[config.mk]
export PLATFORM = sky130hd
export DESIGN_NAME = page_replacement_policy_flat
export DESIGN_NICKNAME = d
export VERILOG_FILES = /design/src/rtl/pvr_pkg.sv /design/src/rtl/pvr_if.sv /design/src/rtl/pvr_cell.sv /design/src/rtl/page_replacement_policy.sv /design/src/flat_wrapper.sv
export SDC_FILE = /design/constraint.sdc
export NUM_CORES = 2
export LEC_CHECK = 0
export BUFFER_PORTS_ARGS = -buffer_cell sky130_fd_sc_hd__buf_2
export CAP_MARGIN = 20
export CELL_PAD_IN_SITES_DETAIL_PLACEMENT = 1
export CELL_PAD_IN_SITES_GLOBAL_PLACEMENT = 1
export CORE_MARGIN = 2
export CORE_UTILIZATION = 30
export CTS_BUF_LIST = sky130_fd_sc_hd__clkbuf_8
export DETAILED_ROUTE_END_ITERATION = 8
export PLACE_DENSITY = 0.54
export SYNTH_ARGS = -nofsm -noshare
export SYNTH_HDL_FRONTEND = slang
export SYNTH_SLANG_ARGS = --single-unit
[constraint.sdc]
create_clock -name i_clk -period 12.42 [get_ports i_clk]
set_clock_uncertainty 0.1 [all_clocks]
set_input_delay 2.484 -clock i_clk [delete_from_list [all_inputs] [get_ports i_clk]]
set_output_delay 2.484 -clock i_clk [all_outputs]
set_load 0.01 [all_outputs]
[src/rtl/pvr_pkg.sv]
// Package: shared constants and types for the page replacement policy unit.
package pvr_pkg;

    // Frame storage geometry
    localparam int NUM_FRAMES = 16;
    localparam int PAGE_BITS  = 16;
    localparam int FRAME_W    = $clog2(NUM_FRAMES);
    localparam int CNT_W      = $clog2(NUM_FRAMES + 1);

    // Field widths
    localparam int STAMP_W = 32;
    localparam int USE_W   = 16;
    localparam int FAULT_W = 32;
    localparam int POL_W   = 2;
    localparam int FIL_W   = 5;
    localparam int CMP_W   = (CNT_W > FIL_W) ? CNT_W : FIL_W;

    // Configuration port
    localparam int CFG_IDX_W  = 2;
    localparam int CFG_DATA_W = 8;
    localparam logic [CFG_IDX_W-1:0] CFG_POLICY = 2'd0;
    localparam logic [CFG_IDX_W-1:0] CFG_FRAMES = 2'd1;

    // Replacement policy codes; the unused code falls back to LRU
    localparam logic [POL_W-1:0] POL_LRU  = 2'd0;
    localparam logic [POL_W-1:0] POL_FIFO = 2'd1;
    localparam logic [POL_W-1:0] POL_LFU  = 2'd2;

    localparam logic [FIL_W-1:0] FRAMES_RST = FIL_W'(NUM_FRAMES);

    // Control sequence
    typedef enum logic [2:0] {
        S_IDLE   = 3'b001,
        S_SCAN   = 3'b010,
        S_COMMIT = 3'b100
    } t_state;

    // Probe word that walks down the row of frame cells
    typedef struct packed {
        logic                 valid;
        logic [PAGE_BITS-1:0] page;
        logic                 found;
        logic [FRAME_W-1:0]   hit_idx;
        logic                 free_seen;
        logic [FRAME_W-1:0]   free_idx;
        logic                 best_seen;
        logic [STAMP_W-1:0]   best_key;
        logic [FRAME_W-1:0]   best_idx;
        logic [PAGE_BITS-1:0] best_page;
    } t_probe;

    // Update command broadcast to all cells
    typedef struct packed {
        logic                 en;
        logic                 fill;
        logic [FRAME_W-1:0]   idx;
        logic [PAGE_BITS-1:0] page;
        logic [STAMP_W-1:0]   stamp;
    } t_upd;

endpackage

[src/rtl/pvr_if.sv]
// Interfaces: page reference input, result output and configuration write channels.
interface pvr_in_if import pvr_pkg::*; ();
    logic                 valid;
    logic                 ready;
    logic [PAGE_BITS-1:0] page;

    modport source (output valid, output page, input ready);
    modport sink   (input valid, input page, output ready);
endinterface

interface pvr_out_if import pvr_pkg::*; ();
    logic                 valid;
    logic                 ready;
    logic                 hit;
    logic [FRAME_W-1:0]   frame_index;
    logic                 used_free_frame;
    logic                 replaced;
    logic [PAGE_BITS-1:0] evicted_page;
    logic [FAULT_W-1:0]   fault_total;

    modport source (output valid, output hit, output frame_index, output used_free_frame,
                    output replaced, output evicted_page, output fault_total, input ready);
    modport sink   (input valid, input hit, input frame_index, input used_free_frame,
                    input replaced, input evicted_page, input fault_total, output ready);
endinterface

interface pvr_cfg_if import pvr_pkg::*; ();
    logic                  valid;
    logic                  ready;
    logic [CFG_IDX_W-1:0]  index;
    logic [CFG_DATA_W-1:0] data;

    modport source (output valid, output index, output data, input ready);
    modport sink   (input valid, input index, input data, output ready);
endinterface

[src/rtl/pvr_cell.sv]
// Frame cell: holds one frame and merges its match, free and victim data into the probe word.
module pvr_cell import pvr_pkg::*; (
    input  logic               i_clk,
    input  logic               i_rst_n,
    input  logic [FRAME_W-1:0] i_idx,
    input  logic [CNT_W-1:0]   i_n,
    input  logic [POL_W-1:0]   i_policy,
    input  t_probe             i_probe,
    input  t_upd               i_upd,
    output t_probe             o_probe
);

    logic                 r_valid;
    logic [PAGE_BITS-1:0] r_page;
    logic [STAMP_W-1:0]   r_recency;
    logic [STAMP_W-1:0]   r_arrival;
    logic [USE_W-1:0]     r_use;
    t_probe               r_probe;
    t_probe               n_probe;
    logic [STAMP_W-1:0]   w_key;
    logic                 w_active;
    logic                 w_sel;

    // Pick the victim key for the configured policy
    always_comb begin
        case (i_policy)
            POL_FIFO: w_key = r_arrival;
            POL_LFU:  w_key = STAMP_W'(r_use);
            default:  w_key = r_recency;
        endcase
    end

    assign w_active = (CNT_W'(i_idx) < i_n);
    assign w_sel    = i_upd.en && (i_upd.idx == i_idx);

    // Merge this frame into the passing probe word; earlier frames win ties
    always_comb begin
        n_probe = i_probe;
        if (w_active) begin
            if (r_valid && (r_page == i_probe.page) && !i_probe.found) begin
                n_probe.found   = 1'b1;
                n_probe.hit_idx = i_idx;
            end
            if (!r_valid && !i_probe.free_seen) begin
                n_probe.free_seen = 1'b1;
                n_probe.free_idx  = i_idx;
            end
            if (r_valid && (!i_probe.best_seen || (w_key < i_probe.best_key))) begin
                n_probe.best_seen = 1'b1;
                n_probe.best_key  = w_key;
                n_probe.best_idx  = i_idx;
                n_probe.best_page = r_page;
            end
        end
    end

    // Advance the probe word to the next cell
    always_ff @(posedge i_clk) begin
        if (!i_rst_n) begin
            r_probe <= '0;
        end else begin
            r_probe <= n_probe;
        end
    end

    assign o_probe = r_probe;

    // Frame valid bit
    always_ff @(posedge i_clk) begin
        if (!i_rst_n) begin
            r_valid <= 1'b0;
        end else if (w_sel && i_upd.fill) begin
            r_valid <= 1'b1;
        end
    end

    // Frame contents: fill on a fault, refresh on a hit
    always_ff @(posedge i_clk) begin
        if (w_sel) begin
            r_recency <= i_upd.stamp;
            if (i_upd.fill) begin
                r_page    <= i_upd.page;
                r_arrival <= i_upd.stamp;
                r_use     <= USE_W'(1);
            end else if (r_use != {USE_W{1'b1}}) begin
                r_use <= r_use + USE_W'(1);
            end
        end
    end

endmodule

[src/rtl/page_replacement_policy.sv]
// Top level: page replacement unit with a row of frame cells, control sequence and counters.
// An accepted page word walks through the 16 frame cells, is captured in the result
// register and is committed to the output word register; a stalled output word holds
// the commit. A new page word is taken only in idle, after the last one is committed.
// Reset (i_rst_n low, synchronous): all frames invalid, counters zero, policy LRU,
// 16 frames in use; frame contents are not cleared and need no clearing pass.
module page_replacement_policy import pvr_pkg::*; (
    input  logic   i_clk,
    input  logic   i_rst_n,
    pvr_in_if.sink     i_in,
    pvr_out_if.source  o_out,
    pvr_cfg_if.sink    i_cfg
);

    t_state               r_state;
    t_state               n_state;
    logic [POL_W-1:0]     r_policy;
    logic [FIL_W-1:0]     r_frames;
    logic [CNT_W-1:0]     w_n;
    logic [STAMP_W-1:0]   r_access;
    logic [FAULT_W-1:0]   r_fault;
    logic [FAULT_W-1:0]   w_fault_inc;
    t_probe               r_res;
    t_probe               w_launch;
    t_probe               w_chain [NUM_FRAMES+1];
    t_upd                 w_upd;
    logic                 w_accept;
    logic                 w_go;

    logic                 r_out_valid;
    logic                 r_out_hit;
    logic [FRAME_W-1:0]   r_out_idx;
    logic                 r_out_free;
    logic                 r_out_repl;
    logic [PAGE_BITS-1:0] r_out_evict;
    logic [FAULT_W-1:0]   r_out_fault;

    assign i_cfg.ready = 1'b1;
    assign i_in.ready  = (r_state == S_IDLE);
    assign w_accept    = i_in.valid && (r_state == S_IDLE);
    assign w_go        = (r_state == S_COMMIT) && (!r_out_valid || o_out.ready);

    // Configuration registers; unknown indexes are dropped
    always_ff @(posedge i_clk) begin
        if (!i_rst_n) begin
            r_policy <= POL_LRU;
            r_frames <= FRAMES_RST;
        end else if (i_cfg.valid) begin
            case (i_cfg.index)
                CFG_POLICY: r_policy <= i_cfg.data[POL_W-1:0];
                CFG_FRAMES: r_frames <= i_cfg.data[FIL_W-1:0];
                default:    ;
            endcase
        end
    end

    // Clamp the frame count to one through NUM_FRAMES
    always_comb begin
        if (r_frames == '0) begin
            w_n = CNT_W'(1);
        end else if (CMP_W'(r_frames) > CMP_W'(NUM_FRAMES)) begin
            w_n = CNT_W'(NUM_FRAMES);
        end else begin
            w_n = CNT_W'(r_frames);
        end
    end

    // Launch a fresh probe word into the first cell
    always_comb begin
        w_launch       = '0;
        w_launch.valid = w_accept;
        w_launch.page  = i_in.page;
    end

    assign w_chain[0] = w_launch;

    // Row of frame cells
    for (genvar g = 0; g < NUM_FRAMES; g++) begin : g_cell
        pvr_cell u_cell (
            .i_clk    (i_clk),
            .i_rst_n  (i_rst_n),
            .i_idx    (FRAME_W'(g)),
            .i_n      (w_n),
            .i_policy (r_policy),
            .i_probe  (w_chain[g]),
            .i_upd    (w_upd),
            .o_probe  (w_chain[g+1])
        );
    end

    // Sequence: idle, wait for the probe to leave the row, commit
    always_comb begin
        n_state = r_state;
        case (r_state)
            S_IDLE:   if (w_accept) n_state = S_SCAN;
            S_SCAN:   if (w_chain[NUM_FRAMES].valid) n_state = S_COMMIT;
            S_COMMIT: if (w_go) n_state = S_IDLE;
            default:  n_state = S_IDLE;
        endcase
    end

    always_ff @(posedge i_clk) begin
        if (!i_rst_n) begin
            r_state <= S_IDLE;
        end else begin
            r_state <= n_state;
        end
    end

    // Hold the scan result for the commit cycle
    always_ff @(posedge i_clk) begin
        if (r_state == S_SCAN && w_chain[NUM_FRAMES].valid) begin
            r_res <= w_chain[NUM_FRAMES];
        end
    end

    // Access counter supplies the stamps; advance it on every accepted word, saturating at all ones
    always_ff @(posedge i_clk) begin
        if (!i_rst_n) begin
            r_access <= '0;
        end else if (w_accept && (r_access != {STAMP_W{1'b1}})) begin
            r_access <= r_access + STAMP_W'(1);
        end
    end

    assign w_fault_inc = (r_fault != {FAULT_W{1'b1}}) ? (r_fault + FAULT_W'(1)) : r_fault;

    always_ff @(posedge i_clk) begin
        if (!i_rst_n) begin
            r_fault <= '0;
        end else if (w_go && !r_res.found) begin
            r_fault <= w_fault_inc;
        end
    end

    // Update command: refresh on a hit, fill a free frame or the victim on a fault
    always_comb begin
        w_upd.en    = w_go;
        w_upd.fill  = !r_res.found;
        w_upd.page  = r_res.page;
        w_upd.stamp = r_access;
        if (r_res.found) begin
            w_upd.idx = r_res.hit_idx;
        end else if (r_res.free_seen) begin
            w_upd.idx = r_res.free_idx;
        end else begin
            w_upd.idx = r_res.best_idx;
        end
    end

    // Output word register
    always_ff @(posedge i_clk) begin
        if (!i_rst_n) begin
            r_out_valid <= 1'b0;
        end else if (w_go) begin
            r_out_valid <= 1'b1;
        end else if (o_out.ready) begin
            r_out_valid <= 1'b0;
        end
    end

    always_ff @(posedge i_clk) begin
        if (w_go) begin
            r_out_hit   <= r_res.found;
            r_out_idx   <= w_upd.idx;
            r_out_free  <= !r_res.found && r_res.free_seen;
            r_out_repl  <= !r_res.found && !r_res.free_seen;
            r_out_evict <= (!r_res.found && !r_res.free_seen) ? r_res.best_page : '0;
            r_out_fault <= r_res.found ? r_fault : w_fault_inc;
        end
    end

    assign o_out.valid           = r_out_valid;
    assign o_out.hit             = r_out_hit;
    assign o_out.frame_index     = r_out_idx;
    assign o_out.used_free_frame = r_out_free;
    assign o_out.replaced        = r_out_repl;
    assign o_out.evicted_page    = r_out_evict;
    assign o_out.fault_total     = r_out_fault;

`ifndef SYNTHESIS
    a_probe_exit_in_scan: assert property (@(posedge i_clk) disable iff (!i_rst_n)
        w_chain[NUM_FRAMES].valid |-> (r_state == S_SCAN))
        else $error("probe left the cell row outside the scan phase");

    a_result_after_commit: assert property (@(posedge i_clk) disable iff (!i_rst_n)
        $rose(o_out.valid) |-> $past(r_state == S_COMMIT))
        else $error("result word appeared without a commit");

    a_hit_keeps_faults: assert property (@(posedge i_clk) disable iff (!i_rst_n)
        (w_go && r_res.found) |=> $stable(r_fault))
        else $error("fault counter moved on a hit");
`endif

endmodule

[src/flat_wrapper.sv]
// flat-port wrapper written by rule: the top's interface ports become plain ports
module page_replacement_policy_flat import pvr_pkg::*;
  (i_clk, i_rst_n, i_in_valid, i_in_page, i_in_ready, o_out_valid, o_out_hit, o_out_frame_index, o_out_used_free_frame, o_out_replaced, o_out_evicted_page, o_out_fault_total, o_out_ready, i_cfg_valid, i_cfg_index, i_cfg_data, i_cfg_ready);
  pvr_in_if i_in_i ();
  pvr_out_if o_out_i ();
  pvr_cfg_if i_cfg_i ();
  input  logic i_clk;
  input  logic i_rst_n;
  input wire logic [$bits(i_in_i.valid)-1:0] i_in_valid;
  input wire logic [$bits(i_in_i.page)-1:0] i_in_page;
  output wire logic [$bits(i_in_i.ready)-1:0] i_in_ready;
  output wire logic [$bits(o_out_i.valid)-1:0] o_out_valid;
  output wire logic [$bits(o_out_i.hit)-1:0] o_out_hit;
  output wire logic [$bits(o_out_i.frame_index)-1:0] o_out_frame_index;
  output wire logic [$bits(o_out_i.used_free_frame)-1:0] o_out_used_free_frame;
  output wire logic [$bits(o_out_i.replaced)-1:0] o_out_replaced;
  output wire logic [$bits(o_out_i.evicted_page)-1:0] o_out_evicted_page;
  output wire logic [$bits(o_out_i.fault_total)-1:0] o_out_fault_total;
  input wire logic [$bits(o_out_i.ready)-1:0] o_out_ready;
  input wire logic [$bits(i_cfg_i.valid)-1:0] i_cfg_valid;
  input wire logic [$bits(i_cfg_i.index)-1:0] i_cfg_index;
  input wire logic [$bits(i_cfg_i.data)-1:0] i_cfg_data;
  output wire logic [$bits(i_cfg_i.ready)-1:0] i_cfg_ready;
  assign i_in_i.valid = i_in_valid;
  assign i_in_i.page = i_in_page;
  assign i_in_ready = i_in_i.ready;
  assign o_out_valid = o_out_i.valid;
  assign o_out_hit = o_out_i.hit;
  assign o_out_frame_index = o_out_i.frame_index;
  assign o_out_used_free_frame = o_out_i.used_free_frame;
  assign o_out_replaced = o_out_i.replaced;
  assign o_out_evicted_page = o_out_i.evicted_page;
  assign o_out_fault_total = o_out_i.fault_total;
  assign o_out_i.ready = o_out_ready;
  assign i_cfg_i.valid = i_cfg_valid;
  assign i_cfg_i.index = i_cfg_index;
  assign i_cfg_i.data = i_cfg_data;
  assign i_cfg_ready = i_cfg_i.ready;
  page_replacement_policy u_core (.i_clk(i_clk), .i_rst_n(i_rst_n), .i_in(i_in_i), .o_out(o_out_i), .i_cfg(i_cfg_i));
endmodule
==> impl_metrics.json <==
{
  "clockBufferDepth": 4,
  "initial_utilization": 0.301,
  "worst_setup_hold_path_clk_slew_ns": 0.07,
  "height_of_the_chip_um": 647,
  "critPathRequiredTime_ns": 13.29,
  "finalNetCount": 11562,
  "timing.critical_path.from_type": "flop",
  "grt_start_max_net_pins": 165,
  "number_of_routed_nets_with_antenna_violations": 0,
  "synth_top_family_by_area": "simple AND/OR/NAND/NOR gates",
  "vias_per_cell": 4.91,
  "final.min_clock_period_ns": 6.29,
  "placement.io_buffers": 84,
  "reg2reg_setup_slack_ns": 6.13,
  "maximum_vdd_drop_mv": 0.0862,
  "max_slew.worst_pin.slew_ns": 1.16,
  "criticalPathCategory": "flop to flop",
  "count_of_state_elements_after_synthesis": 2930,
  "global_route.overflow_total": 0,
  "slew_violations": 0,
  "grt_pass1_wl_um": 550000,
  "via_count_of_the_first_global_routing_pass": 89185,
  "clk-insertion-delay-late_ns": 1.14,
  "mapped_area_um2": 124000,
  "path_max_fanout": 111,
  "route.detailed.wl_per_inst_um": 21.2,
  "clock-sinks": 2930,
  "max_transition_margin": 0.225,
  "fmaxAchievable_ghz": 0.159,
  "worstRegToRegCells": 13,
  "drive_gt1_frac": 0.0970,
  "most_frequent_standard_cell_in_the_layout_excluding_fill_and_tap_cells": "sky130_fd_sc_hd__edfxtp_1",
  "synthDistinctLibCells": 91,
  "post_cts_resize_count": 0,
  "yosysWarningCount": 0,
  "timing.hold.worst_path_depth": 0,
  "final_hpwl_dp_um": 240000,
  "cellLeakagePower_nw": 52.5,
  "dr.pass1.iters": 5,
  "tritoncts_clock_tree": "built",
  "rsz_0062_raised_after_global_routing": "no",
  "floorplan.rows": 236,
  "capturing_point_of_the_worst_reg2reg_path": "u_core.g_cell[5].u_cell.o_probe[39]",
  "edff_count_synth": 1637,
  "timing.hold.worst.start": "u_core.g_cell[15].u_cell.o_probe[57]",
  "total_wirelength_um": 360000,
  "route.vias.total": 83339,
  "synthSimpleGateAreaFrac": 0.131,
  "antenna_found_initial": 19,
  "grtUsageTotal": 0.168,
  "worstHoldEndpoint": "u_core.r_res[57]",
  "coreArea_um2": 412000,
  "finalWeightedCongestion": 0.821,
  "cts_buffers": 485,
  "muxShareOfSynthArea": 0.0139,
  "worstReg2RegStart": "u_core.r_policy[1]",
  "synth.net_count": 11477,
  "iter_0_drt_violations": 4729,
  "cts.root.buffer_cell": "sky130_fd_sc_hd__clkbuf_8",
  "ys_async_sr_fraction": 0,
  "synth.yosys.seq_area_share": 0.606,
  "post-cts-setup-buffer-count": 0,
  "mostFrequentLayoutCells": "1637 x sky130_fd_sc_hd__edfxtp_1, 1276 x sky130_fd_sc_hd__dfxtp_1, 788 x sky130_fd_sc_hd__nand2_1",
  "power_mw": 19.3,
  "finalCritPeriodShare": 0.507,
  "finalSetupTns_ns": 0,
  "max_cap_viol_count": 0,
  "synthAdderAreaFrac": 0.0490,
  "synth-xor-area-share": 0.0370,
  "worst_ep_arrival_time_ns": 7.16,
  "synth_flop_type": "sky130_fd_sc_hd__edfxtp_1",
  "synth.avg_cell_area_um2": 11.3,
  "io_pins": 89,
  "setup.worst_path.end_class": "flop",
  "run_status": "finished clean",
  "power.density_cell_area_nw_per_um2": 138,
  "ctsHtreeMaxLevel": 5,
  "synth_cells": 10961,
  "final-setup-viol-count": 0,
  "chipWidth_um": 647,
  "drc_errors": 0,
  "hold_viol_final": 0,
  "flow.area_growth_from_synthesis_pct": 13.4,
  "postCtsHoldBufs": 0,
  "hp-class": "flop to flop",
  "post_synthesis_compound_gate_area_fraction": 0.123,
  "die-area_um2": 418000
}
-- through the flow --
step	worst slack (ns)	util	hold slack, ns	std cells	cell area [µm²]
2_1_floorplan	4.19	-	0.286	10961	124000
3_3_place_gp	5.85	0.316	0.288	16022	130000
3_5_place_dp	5.73	0.316	0.290	16024	130000
4_1_cts	5.85	0.340	0.242	16945	140000
5_1_grt	5.71	0.341	0.259	16959	140000
6_report	6.13	0.341	0.258	16979	141000
-- registers in the layout, indices dropped and copies added, names as in the netlist, 2 cells and up --
register and cells:
u_core.o_out.evicted_page 16, u_core.r_res 46, u_core.g_cell.u_cell.r_valid 16, u_core.r_frames 5
u_core.r_policy 2, u_core.o_out.frame_index 4, u_core.g_cell.u_cell.r_page 256, u_core.g_cell.u_cell.r_recency 512
u_core.g_cell.u_cell.r_arrival 512, u_core.r_fault 32, u_core.r_state 3, u_core.r_access 32
u_core.o_out.fault_total 32, u_core.g_cell.u_cell.r_use 256, u_core.g_cell.u_cell.o_probe 1202
-- power breakdown --
group / leakage, nW / internal (mW) / switching [mW] / total [mW]
Clock: 5.82 / 4.66 / 4.01 / 8.68
Combinational: 18.9 / 0.126 / 0.324 / 0.450
Sequential: 27.8 / 10.2 / 0.0450 / 10.2
-- cell families after synthesis --
logic type                 Yosys count
and+or+nand+nor                   3232
DFF                               2930
AOI/OAI and AO/OA                 2362
buffers and inverters             1256
xor gates and xnor gates           523
adders and majority gates          485
muxes                              172
other                                1
-- critical path, cell delays in order (launching register included) --
cell	delay [ns]
sky130_fd_sc_hd__dfxtp_1	0.33
sky130_fd_sc_hd__inv_1	0.12
sky130_fd_sc_hd__ha_4	0.70
sky130_fd_sc_hd__nor2b_4	0.84
sky130_fd_sc_hd__buf_12	0.46
sky130_fd_sc_hd__a22oi_1	0.18
sky130_fd_sc_hd__inv_1	0.14
sky130_fd_sc_hd__ha_1	0.16
sky130_fd_sc_hd__nand4_1	0.31
sky130_fd_sc_hd__nor4_1	0.63
sky130_fd_sc_hd__inv_1	0.19
sky130_fd_sc_hd__o21ai_0	0.53
sky130_fd_sc_hd__nand4_1	0.83
sky130_fd_sc_hd__o221a_2	0.54
-- Yosys cell counts, drive strengths merged, types with 10 or more instances --
master	instances	share of area
nor4	73	0.0040
edfxtp	1637	0.40
ha	485	0.049
a21boi	39	0.0024
nor2b	37	0.0019
o221a	18	0.0016
dfxtp	1293	0.21
or2	19	0.00096
a31o	15	0.0011
nand3	502	0.020
a22oi	251	0.015
nor3b	13	0.00079
a21o	105	0.0064
a22o	226	0.016
nand3b	12	0.00073
nand2	791	0.024
and4	36	0.0025
inv	590	0.018
nor2	479	0.015
a221oi	10	0.00071
a211oi	100	0.0061
o211ai	36	0.0023
and2	520	0.026
o2111ai	43	0.0031
buf	187	0.0083
or3	61	0.0032
and3	125	0.0063
a21oi	591	0.024
o31a	28	0.0020
o21ai	673	0.027
a31oi	51	0.0026
o21a	58	0.0035
nand4	152	0.0079
mux2i	172	0.014
nor3	365	0.015
xor2	253	0.018
a41oi	27	0.0019
xnor2	270	0.019
a221o	38	0.0031
nand2b	30	0.0015
clkbuf	479	0.015
-- worst max path at each step --
stage                                                       end               start  depth (start not counted)  slack (ns)
after CTS                   u_core.g_cell[5].u_cell.o_probe[39]  u_core.r_policy[1]                         13        5.85
after global placement      u_core.g_cell[7].u_cell.o_probe[33]             i_rst_n                          7        5.85
after detailed placement    u_core.g_cell[7].u_cell.o_probe[35]             i_rst_n                          7        5.73
final                       u_core.g_cell[5].u_cell.o_probe[39]  u_core.r_policy[1]                         13        6.13
after global routing        u_core.g_cell[5].u_cell.o_probe[39]  u_core.r_policy[1]                         13        5.71
after floorplan           u_core.g_cell[12].u_cell.r_arrival[0]         o_out_ready                          5        4.19
-- layer usage --
layer  routed length, µm  track usage
met4               10500       0.0544
met1              165000        0.222
met3               12700       0.0202
met5                  29            0
met2              172000        0.287
-- layout make-up --
| class | count | area, µm² |
|---|---|---|
| Antenna cell | 25 | 62.6 |
| Clock buffer | 584 | 8040 |
| Clock inverter | 337 | 2010 |
| Fill cell | 45248 | 272000 |
| Inverter | 590 | 2220 |
| Multi-Input combinational cell | 6775 | 44200 |
| Sequential cell | 2930 | 75100 |
| Tap cell | 5474 | 6850 |
| Timing Repair Buffer | 264 | 2010 |
No activity file was read; power rests on OpenSTA's default activity.
